[config.mk]
export PLATFORM = sky130hd
export DESIGN_NAME = g3ba_ctrl
export DESIGN_NICKNAME = d
export VERILOG_FILES = /design/src/sv/g3ba_pkg.sv /design/src/sv/g3ba_ctrl.sv
export SDC_FILE = /design/constraint.sdc
export NUM_CORES = 1
export LEC_CHECK = 0
export BUFFER_PORTS_ARGS = -buffer_cell sky130_fd_sc_hd__buf_2
export CELL_PAD_IN_SITES_DETAIL_PLACEMENT = 1
export CELL_PAD_IN_SITES_GLOBAL_PLACEMENT = 1
export CORE_ASPECT_RATIO = 1.4
export CORE_MARGIN = 1.5
export CORE_UTILIZATION = 38
export DETAILED_ROUTE_END_ITERATION = 7
export GPL_TIMING_DRIVEN = 0
export HOLD_SLACK_MARGIN = 0.12
export PLACE_DENSITY_LB_ADDON = 0.1
export SYNTH_ARGS = -nofsm -noshare
export SYNTH_HDL_FRONTEND = slang
export SYNTH_SLANG_ARGS = --single-unit
[constraint.sdc]
create_clock -name clk -period 1.8 [get_ports clk]
set_input_delay 0.27 -clock clk [delete_from_list [all_inputs] [get_ports clk]]
set_output_delay 0.27 -clock clk [all_outputs]
set_load 0.005 [all_outputs]
[src/sv/g3ba_pkg.sv]
// ----------------------------------------------------------------------------
// g3ba_pkg
// Shared types, constants and control codes of the 3D box allocator.
// ----------------------------------------------------------------------------
package g3ba_pkg;

    localparam int MAX_FREE = 64;                      // free list entries
    localparam int CB       = 16;                      // coordinate bits
    localparam int AW       = $clog2(MAX_FREE);        // free list address bits
    localparam int CW       = $clog2(MAX_FREE + 1);    // counter bits, holds MAX_FREE
    localparam int FW       = 16;                      // port field width

    typedef logic [CB-1:0] coord_t;

    typedef struct packed {
        coord_t x;
        coord_t y;
        coord_t z;
        coord_t w;
        coord_t h;
        coord_t d;
    } fbox_t;

    localparam int BOX_BITS = $bits(fbox_t);

    typedef struct packed {
        logic [FW-1:0] box_width;
        logic [FW-1:0] box_height;
        logic [FW-1:0] box_depth;
    } item_t;

    typedef enum logic [1:0] {
        ST_PLACED = 2'd0,
        ST_NO_FIT = 2'd1,
        ST_FULL   = 2'd2
    } status_t;

    typedef struct packed {
        status_t       status;
        logic [FW-1:0] pos_x;
        logic [FW-1:0] pos_y;
        logic [FW-1:0] pos_z;
        logic [FW-1:0] placed_width;
        logic [FW-1:0] placed_height;
        logic [FW-1:0] placed_depth;
        logic          turned;
    } result_t;

    // register indexes
    localparam logic [2:0] REG_BIN_W  = 3'd0;
    localparam logic [2:0] REG_BIN_H  = 3'd1;
    localparam logic [2:0] REG_BIN_D  = 3'd2;
    localparam logic [2:0] REG_SPLIT  = 3'd3;
    localparam logic [2:0] REG_MERGE  = 3'd4;

    // split rules
    localparam logic [2:0] RULE_SHORT_LEFT = 3'd0;
    localparam logic [2:0] RULE_LONG_LEFT  = 3'd1;
    localparam logic [2:0] RULE_MIN_AREA   = 3'd2;
    localparam logic [2:0] RULE_MAX_AREA   = 3'd3;
    localparam logic [2:0] RULE_SHORT_AXIS = 3'd4;
    localparam logic [2:0] RULE_LONG_AXIS  = 3'd5;

    typedef enum logic [4:0] {
        S_INIT, S_IDLE,
        S_SORT_I, S_SORT_T, S_SORT_CMP, S_SORT_PUT,
        S_SCAN_I, S_SCAN_CHK,
        S_CALC, S_MUL, S_LEFT, S_OVF,
        S_RM_RD, S_RM_WR, S_APP,
        S_MG_I, S_MG_A, S_MG_J, S_MG_CMP,
        S_NOFIT, S_PLACE, S_DONE
    } ctrl_state_t;

    typedef enum logic [4:0] {
        OP_NOP, OP_INIT, OP_LOAD,
        OP_SORT_RD, OP_SORT_T, OP_SORT_SHIFT, OP_SORT_PUT, OP_SORT_END,
        OP_SCAN_RD, OP_SCAN_HIT, OP_SCAN_NEXT,
        OP_CALC, OP_MUL, OP_LEFT,
        OP_RM_START, OP_RM_RD, OP_RM_WR, OP_RM_END, OP_APP,
        OP_MG_RD, OP_MG_A, OP_MG_JRD, OP_MG_WB, OP_MG_CMP,
        OP_FAIL_FIT, OP_FAIL_FULL, OP_PLACED
    } dp_op_t;

    typedef struct packed {
        dp_op_t op;
        logic   idle;
    } cmd_t;

    typedef struct packed {
        logic box_zero;
        logic bin_wr;
        logic i_ge_cnt;
        logic j_ge_cnt;
        logic j_is1;
        logic less;
        logic fit;
        logic m1_ge_cnt;
        logic overflow;
        logic app_last;
        logic merge_en;
        logic merged;
    } stat_t;

endpackage

[src/sv/g3ba_ctrl.sv]
// ----------------------------------------------------------------------------
// g3ba_ctrl
// Sequencer: sort, scan, split, remove, append and merge passes.
// ----------------------------------------------------------------------------
module g3ba_ctrl (
    input  logic           clk,
    input  logic           rst_n,
    input  logic           start,
    input  g3ba_pkg::stat_t stat,
    output g3ba_pkg::cmd_t  cmd,
    output logic           busy,
    output logic           done
);
    import g3ba_pkg::*;

    ctrl_state_t state_reg, state_next;
    logic        in_merge_reg, in_merge_next;

    always_ff @(posedge clk or negedge rst_n)
    begin
        if (!rst_n)
        begin
            state_reg    <= S_INIT;
            in_merge_reg <= 1'b0;
        end
        else
        begin
            state_reg    <= state_next;
            in_merge_reg <= in_merge_next;
        end
    end

    always_comb
    begin
        state_next    = state_reg;
        in_merge_next = in_merge_reg;
        cmd.op        = OP_NOP;
        cmd.idle      = 1'b0;
        busy          = 1'b1;
        done          = 1'b0;
        case (state_reg)
            S_INIT:
            begin
                cmd.op     = OP_INIT;
                state_next = S_IDLE;
            end
            S_IDLE:
            begin
                // a command word takes the edge, config waits
                cmd.idle = !start;
                busy     = 1'b0;
                if (start)
                begin
                    cmd.op     = OP_LOAD;
                    state_next = stat.box_zero ? S_NOFIT : S_SORT_I;
                end
                else if (stat.bin_wr)
                begin
                    state_next = S_INIT;
                end
            end
            S_SORT_I:
            begin
                if (stat.i_ge_cnt)
                begin
                    cmd.op     = OP_SORT_END;
                    state_next = S_SCAN_I;
                end
                else
                begin
                    cmd.op     = OP_SORT_RD;
                    state_next = S_SORT_T;
                end
            end
            S_SORT_T:
            begin
                cmd.op     = OP_SORT_T;
                state_next = S_SORT_CMP;
            end
            S_SORT_CMP:
            begin
                if (stat.less)
                begin
                    cmd.op     = OP_SORT_SHIFT;
                    state_next = stat.j_is1 ? S_SORT_PUT : S_SORT_CMP;
                end
                else
                begin
                    cmd.op     = OP_SORT_PUT;
                    state_next = S_SORT_I;
                end
            end
            S_SORT_PUT:
            begin
                cmd.op     = OP_SORT_PUT;
                state_next = S_SORT_I;
            end
            S_SCAN_I:
            begin
                if (stat.i_ge_cnt)
                begin
                    state_next = S_NOFIT;
                end
                else
                begin
                    cmd.op     = OP_SCAN_RD;
                    state_next = S_SCAN_CHK;
                end
            end
            S_SCAN_CHK:
            begin
                if (stat.fit)
                begin
                    cmd.op     = OP_SCAN_HIT;
                    state_next = S_CALC;
                end
                else
                begin
                    cmd.op     = OP_SCAN_NEXT;
                    state_next = S_SCAN_I;
                end
            end
            S_CALC:
            begin
                cmd.op     = OP_CALC;
                state_next = S_MUL;
            end
            S_MUL:
            begin
                cmd.op     = OP_MUL;
                state_next = S_LEFT;
            end
            S_LEFT:
            begin
                cmd.op     = OP_LEFT;
                state_next = S_OVF;
            end
            S_OVF:
            begin
                if (stat.overflow)
                begin
                    cmd.op     = OP_FAIL_FULL;
                    state_next = S_DONE;
                end
                else
                begin
                    cmd.op        = OP_RM_START;
                    in_merge_next = 1'b0;
                    state_next    = S_RM_RD;
                end
            end
            S_RM_RD:
            begin
                if (stat.m1_ge_cnt)
                begin
                    cmd.op     = OP_RM_END;
                    state_next = in_merge_reg ? S_MG_J : S_APP;
                end
                else
                begin
                    cmd.op     = OP_RM_RD;
                    state_next = S_RM_WR;
                end
            end
            S_RM_WR:
            begin
                cmd.op     = OP_RM_WR;
                state_next = S_RM_RD;
            end
            S_APP:
            begin
                cmd.op = OP_APP;
                if (stat.app_last)
                begin
                    state_next = stat.merge_en ? S_MG_I : S_PLACE;
                end
            end
            S_MG_I:
            begin
                if (stat.i_ge_cnt)
                begin
                    state_next = S_PLACE;
                end
                else
                begin
                    cmd.op     = OP_MG_RD;
                    state_next = S_MG_A;
                end
            end
            S_MG_A:
            begin
                cmd.op     = OP_MG_A;
                state_next = S_MG_J;
            end
            S_MG_J:
            begin
                if (stat.j_ge_cnt)
                begin
                    cmd.op     = OP_MG_WB;
                    state_next = S_MG_I;
                end
                else
                begin
                    cmd.op     = OP_MG_JRD;
                    state_next = S_MG_CMP;
                end
            end
            S_MG_CMP:
            begin
                cmd.op = OP_MG_CMP;
                if (stat.merged)
                begin
                    in_merge_next = 1'b1;
                    state_next    = S_RM_RD;
                end
                else
                begin
                    state_next = S_MG_J;
                end
            end
            S_NOFIT:
            begin
                cmd.op     = OP_FAIL_FIT;
                state_next = S_DONE;
            end
            S_PLACE:
            begin
                cmd.op     = OP_PLACED;
                state_next = S_DONE;
            end
            S_DONE:
            begin
                done       = 1'b1;
                state_next = S_IDLE;
            end
            default:
            begin
                state_next = S_INIT;
            end
        endcase
    end

endmodule

==> out/qor.yml <==
synthCells: 151
cts_buffers: 3
netlist_area_um2: 1050
yosysSeqAreaShare_pct: 14.3
finalClockSkew_ns: 0.00122
cts_root_buffer: "clkbuf_4"
drive_gt1_share_pct: 41.3
synth_fa_ha_area_share_pct: 0
final_nets: 218
violations: "negative setup slack"
wl_per_cell_um: 22.2
critPathMaxFanout: 6
rsz0062_at_grt: "true"
synth_top_family_by_area: "simple AND/OR/NAND/NOR gates"
clk-insertion-delay-late_ns: 0.24
grt_util_all_layers_pct: 32.9
diodes: 0
clock_path_buffers: 2
setup_viol: 6
arrival_ns: 1.75
antenna_left: 0
syn_area_per_cell_um2: 6.98
die_y_um: 65.3
status: "finished with violations"
postLayoutCellArea_um2: 1560
slew_headroom_pct: 65.0
yosys.area_share.simple_pct: 38.8
tightestPinTransition_ns: 0.523
antenna_found_initial: 0
route.detailed.drc: 0
yosysUniqueCellTypes: 49
slowest_stage: "nor2_1"
drv_slew: 0
ios: 23
largest_reg_flops: 5
worstSetupStartpointType: "flip-flop"
ys.warnings.count: 0
hold_path_class: "input port to flip-flop"
power.density_nw_per_um2: 1960
syn_to_final_growth_pct: 48.1
die_area_um2: 3100
first_pass_iters: 4
core-area_um2: 2640
drv_cap: 0
dr_total_vias: 1527
cts_tree: "built"
dpl_cell_area_um2: 1210
drtIter0Drc: 87
grt_pass1_wl_mm: 7.36
port-buffer-count: 22
die_w_um: 47.5
yosys.area_share.xor_xnor_pct: 0.831
rows: 22
cp_cell_sequence: "buf_4 -> nor2_1 -> nand3_1 -> o31a_1 -> o21ai_0 -> buf_2"
required_ns: 1.53
final_util_pct: 59.0
min_period_over_period_pct: 112
synth_compound_area_share_pct: 35.2
routed_wl_mm: 5.26
place_inst: 209
synth_nets: 166
place_congestion: 0.973
synth_seq_cells: 6
hold_viol: 0
htree_levels: 1
clk_pin_slew_ns: 0.05
p_leak_nw: 0.672
max_freq_mhz: 496
post-route-min-period_ns: 2.02
crit_type: "flip-flop to primary output"
initial_core_util_pct: 39.9
whs_ns: 0.358
grt_max_degree: 11
dp_hpwl_mm: 3.39
finalWorstSetupSlack_ns: -0.218
grt_pass1_vias: 1499
grt-ovfl-total: 0
end_kind: "primary output"
ir_drop_v: 0.000907
numClockSinks: 6
via_per_inst: 6.44
muxShareOfSynthArea_pct: 1.90
critPathMaxStageDelay_ns: 0.41
fin_cells: 237
-- stage by stage --
stage          setup TNS, ns  worst slack, ns  total power [mW]
2_1_floorplan              0            0.234              1.57
3_3_place_gp          -0.273           -0.145              2.11
3_5_place_dp          -0.364           -0.163              2.16
4_1_cts               -0.730           -0.157              2.79
5_1_grt                -1.41           -0.265              3.24
6_report               -1.05           -0.218              3.06
-- cells in the mapped netlist (all sizes together) --
cell type,count,area [um^2]
and3b,1,8.76
o2111ai,1,8.76
a21oi,5,25.0
dfrtp,6,150
and4,1,11.3
nand2,13,48.8
o21ai,12,60.1
nor3,4,25.0
inv,4,15.0
a211oi,2,20.0
or3,1,6.26
a21bo,1,10.0
nand3b,1,7.51
a22o,1,8.76
buf,10,68.8
nor2b,9,56.3
nand4,3,18.8
nor3b,5,52.6
a22oi,4,30.0
xor2,1,8.76
clkbuf,3,11.3
nand3,4,20.0
and2b,1,8.76
o221ai,1,8.76
and3,1,6.26
or2,1,6.26
and2,1,6.26
mux2i,2,20.0
o22ai,6,37.5
o31ai,1,7.51
nand4b,1,8.76
a32oi,2,17.5
nand2b,6,37.5
a311oi,1,8.76
or4,1,7.51
a32o,2,20.0
o21a,1,7.51
nor4bb,1,10.0
a31oi,10,62.6
nor2,16,62.6
o2bb2ai,1,8.76
o31a,2,17.5
a2111o,1,11.3
-- final timing paths --
check / start / to / slack [ns] / cells after the start
min: stat[10] / state_reg[4] / 0.36 / 3
min in group asynchronous: rst_n / in_merge_reg / 0.38 / 2
max: state_reg[1] / cmd[5] / -0.22 / 6
min reg2reg: in_merge_reg / in_merge_reg / 0.59 / 2
max reg2reg: state_reg[4] / state_reg[0] / 0.04 / 7
max in group asynchronous: rst_n / state_reg[2] / 1.26 / 2
-- report_power, final --
part	total (mW)	switching, mW	internal, mW
Combinational	2.65	1.43	1.22
Clock	0.129	0.0531	0.0758
Sequential	0.281	0.0752	0.206
-- area by class of cell --
type                            instances  area, um^2
Clock buffer                            3        22.5
Multi-Input combinational cell        128         890
Inverter                                4        15.0
Tap cell                               36        45.0
Fill cell                             365        1080
Sequential cell                         6         151
Buffer                                 13         129
Timing Repair Buffer                   47         308
-- placed cells by master, fill, tap and decap left out, types with 6 or more instances in the layout --
cell type / Yosys / final
buf_6: 1 / 7
buf_4: 5 / 25
nor2_1: 15 / 13
nand2b_1: 6 / 6
buf_2: 4 / 22
nor2b_1: 9 / 8
o21ai_0: 12 / 7
nand2_1: 13 / 13
a31oi_1: 10 / 9
-- worst max-delay path, delay by kind of cell, from the launching register on --
family | cells | cell delay, ns
buffers and inverters | 2 | 0.29
AO/OA/AOI/OAI | 2 | 0.26
AND/OR/NAND/NOR | 2 | 0.57
flip-flops | 1 | 0.38
-- repair_timing --
item | in CTS | in global routing
buffers inserted | 18 | 6
setup endpoints to repair | 5 | 7
endpoints found under the hold margin | 6 | 0
resized for setup | 33 | 9
pin swaps | 7 | 9
hold buffers | 1 | 0
-- per-layer routing --
layer  part of all wire (%)  global-route usage (%)  vias up
met1                     39                    39.4      742
met2                     50                    54.1       84
li1                       -                       -      676
met5                      0                       0        -
met4                    4.8                    19.4        0
met3                    6.2                    2.75       25
-- cell families after synthesis --
group           Yosys count
flops                     6
mux                       2
compound gates           54
buf+inv                  17
xor+xnor                  1
simple gates             71
Power figures use the tool's default switching activity.
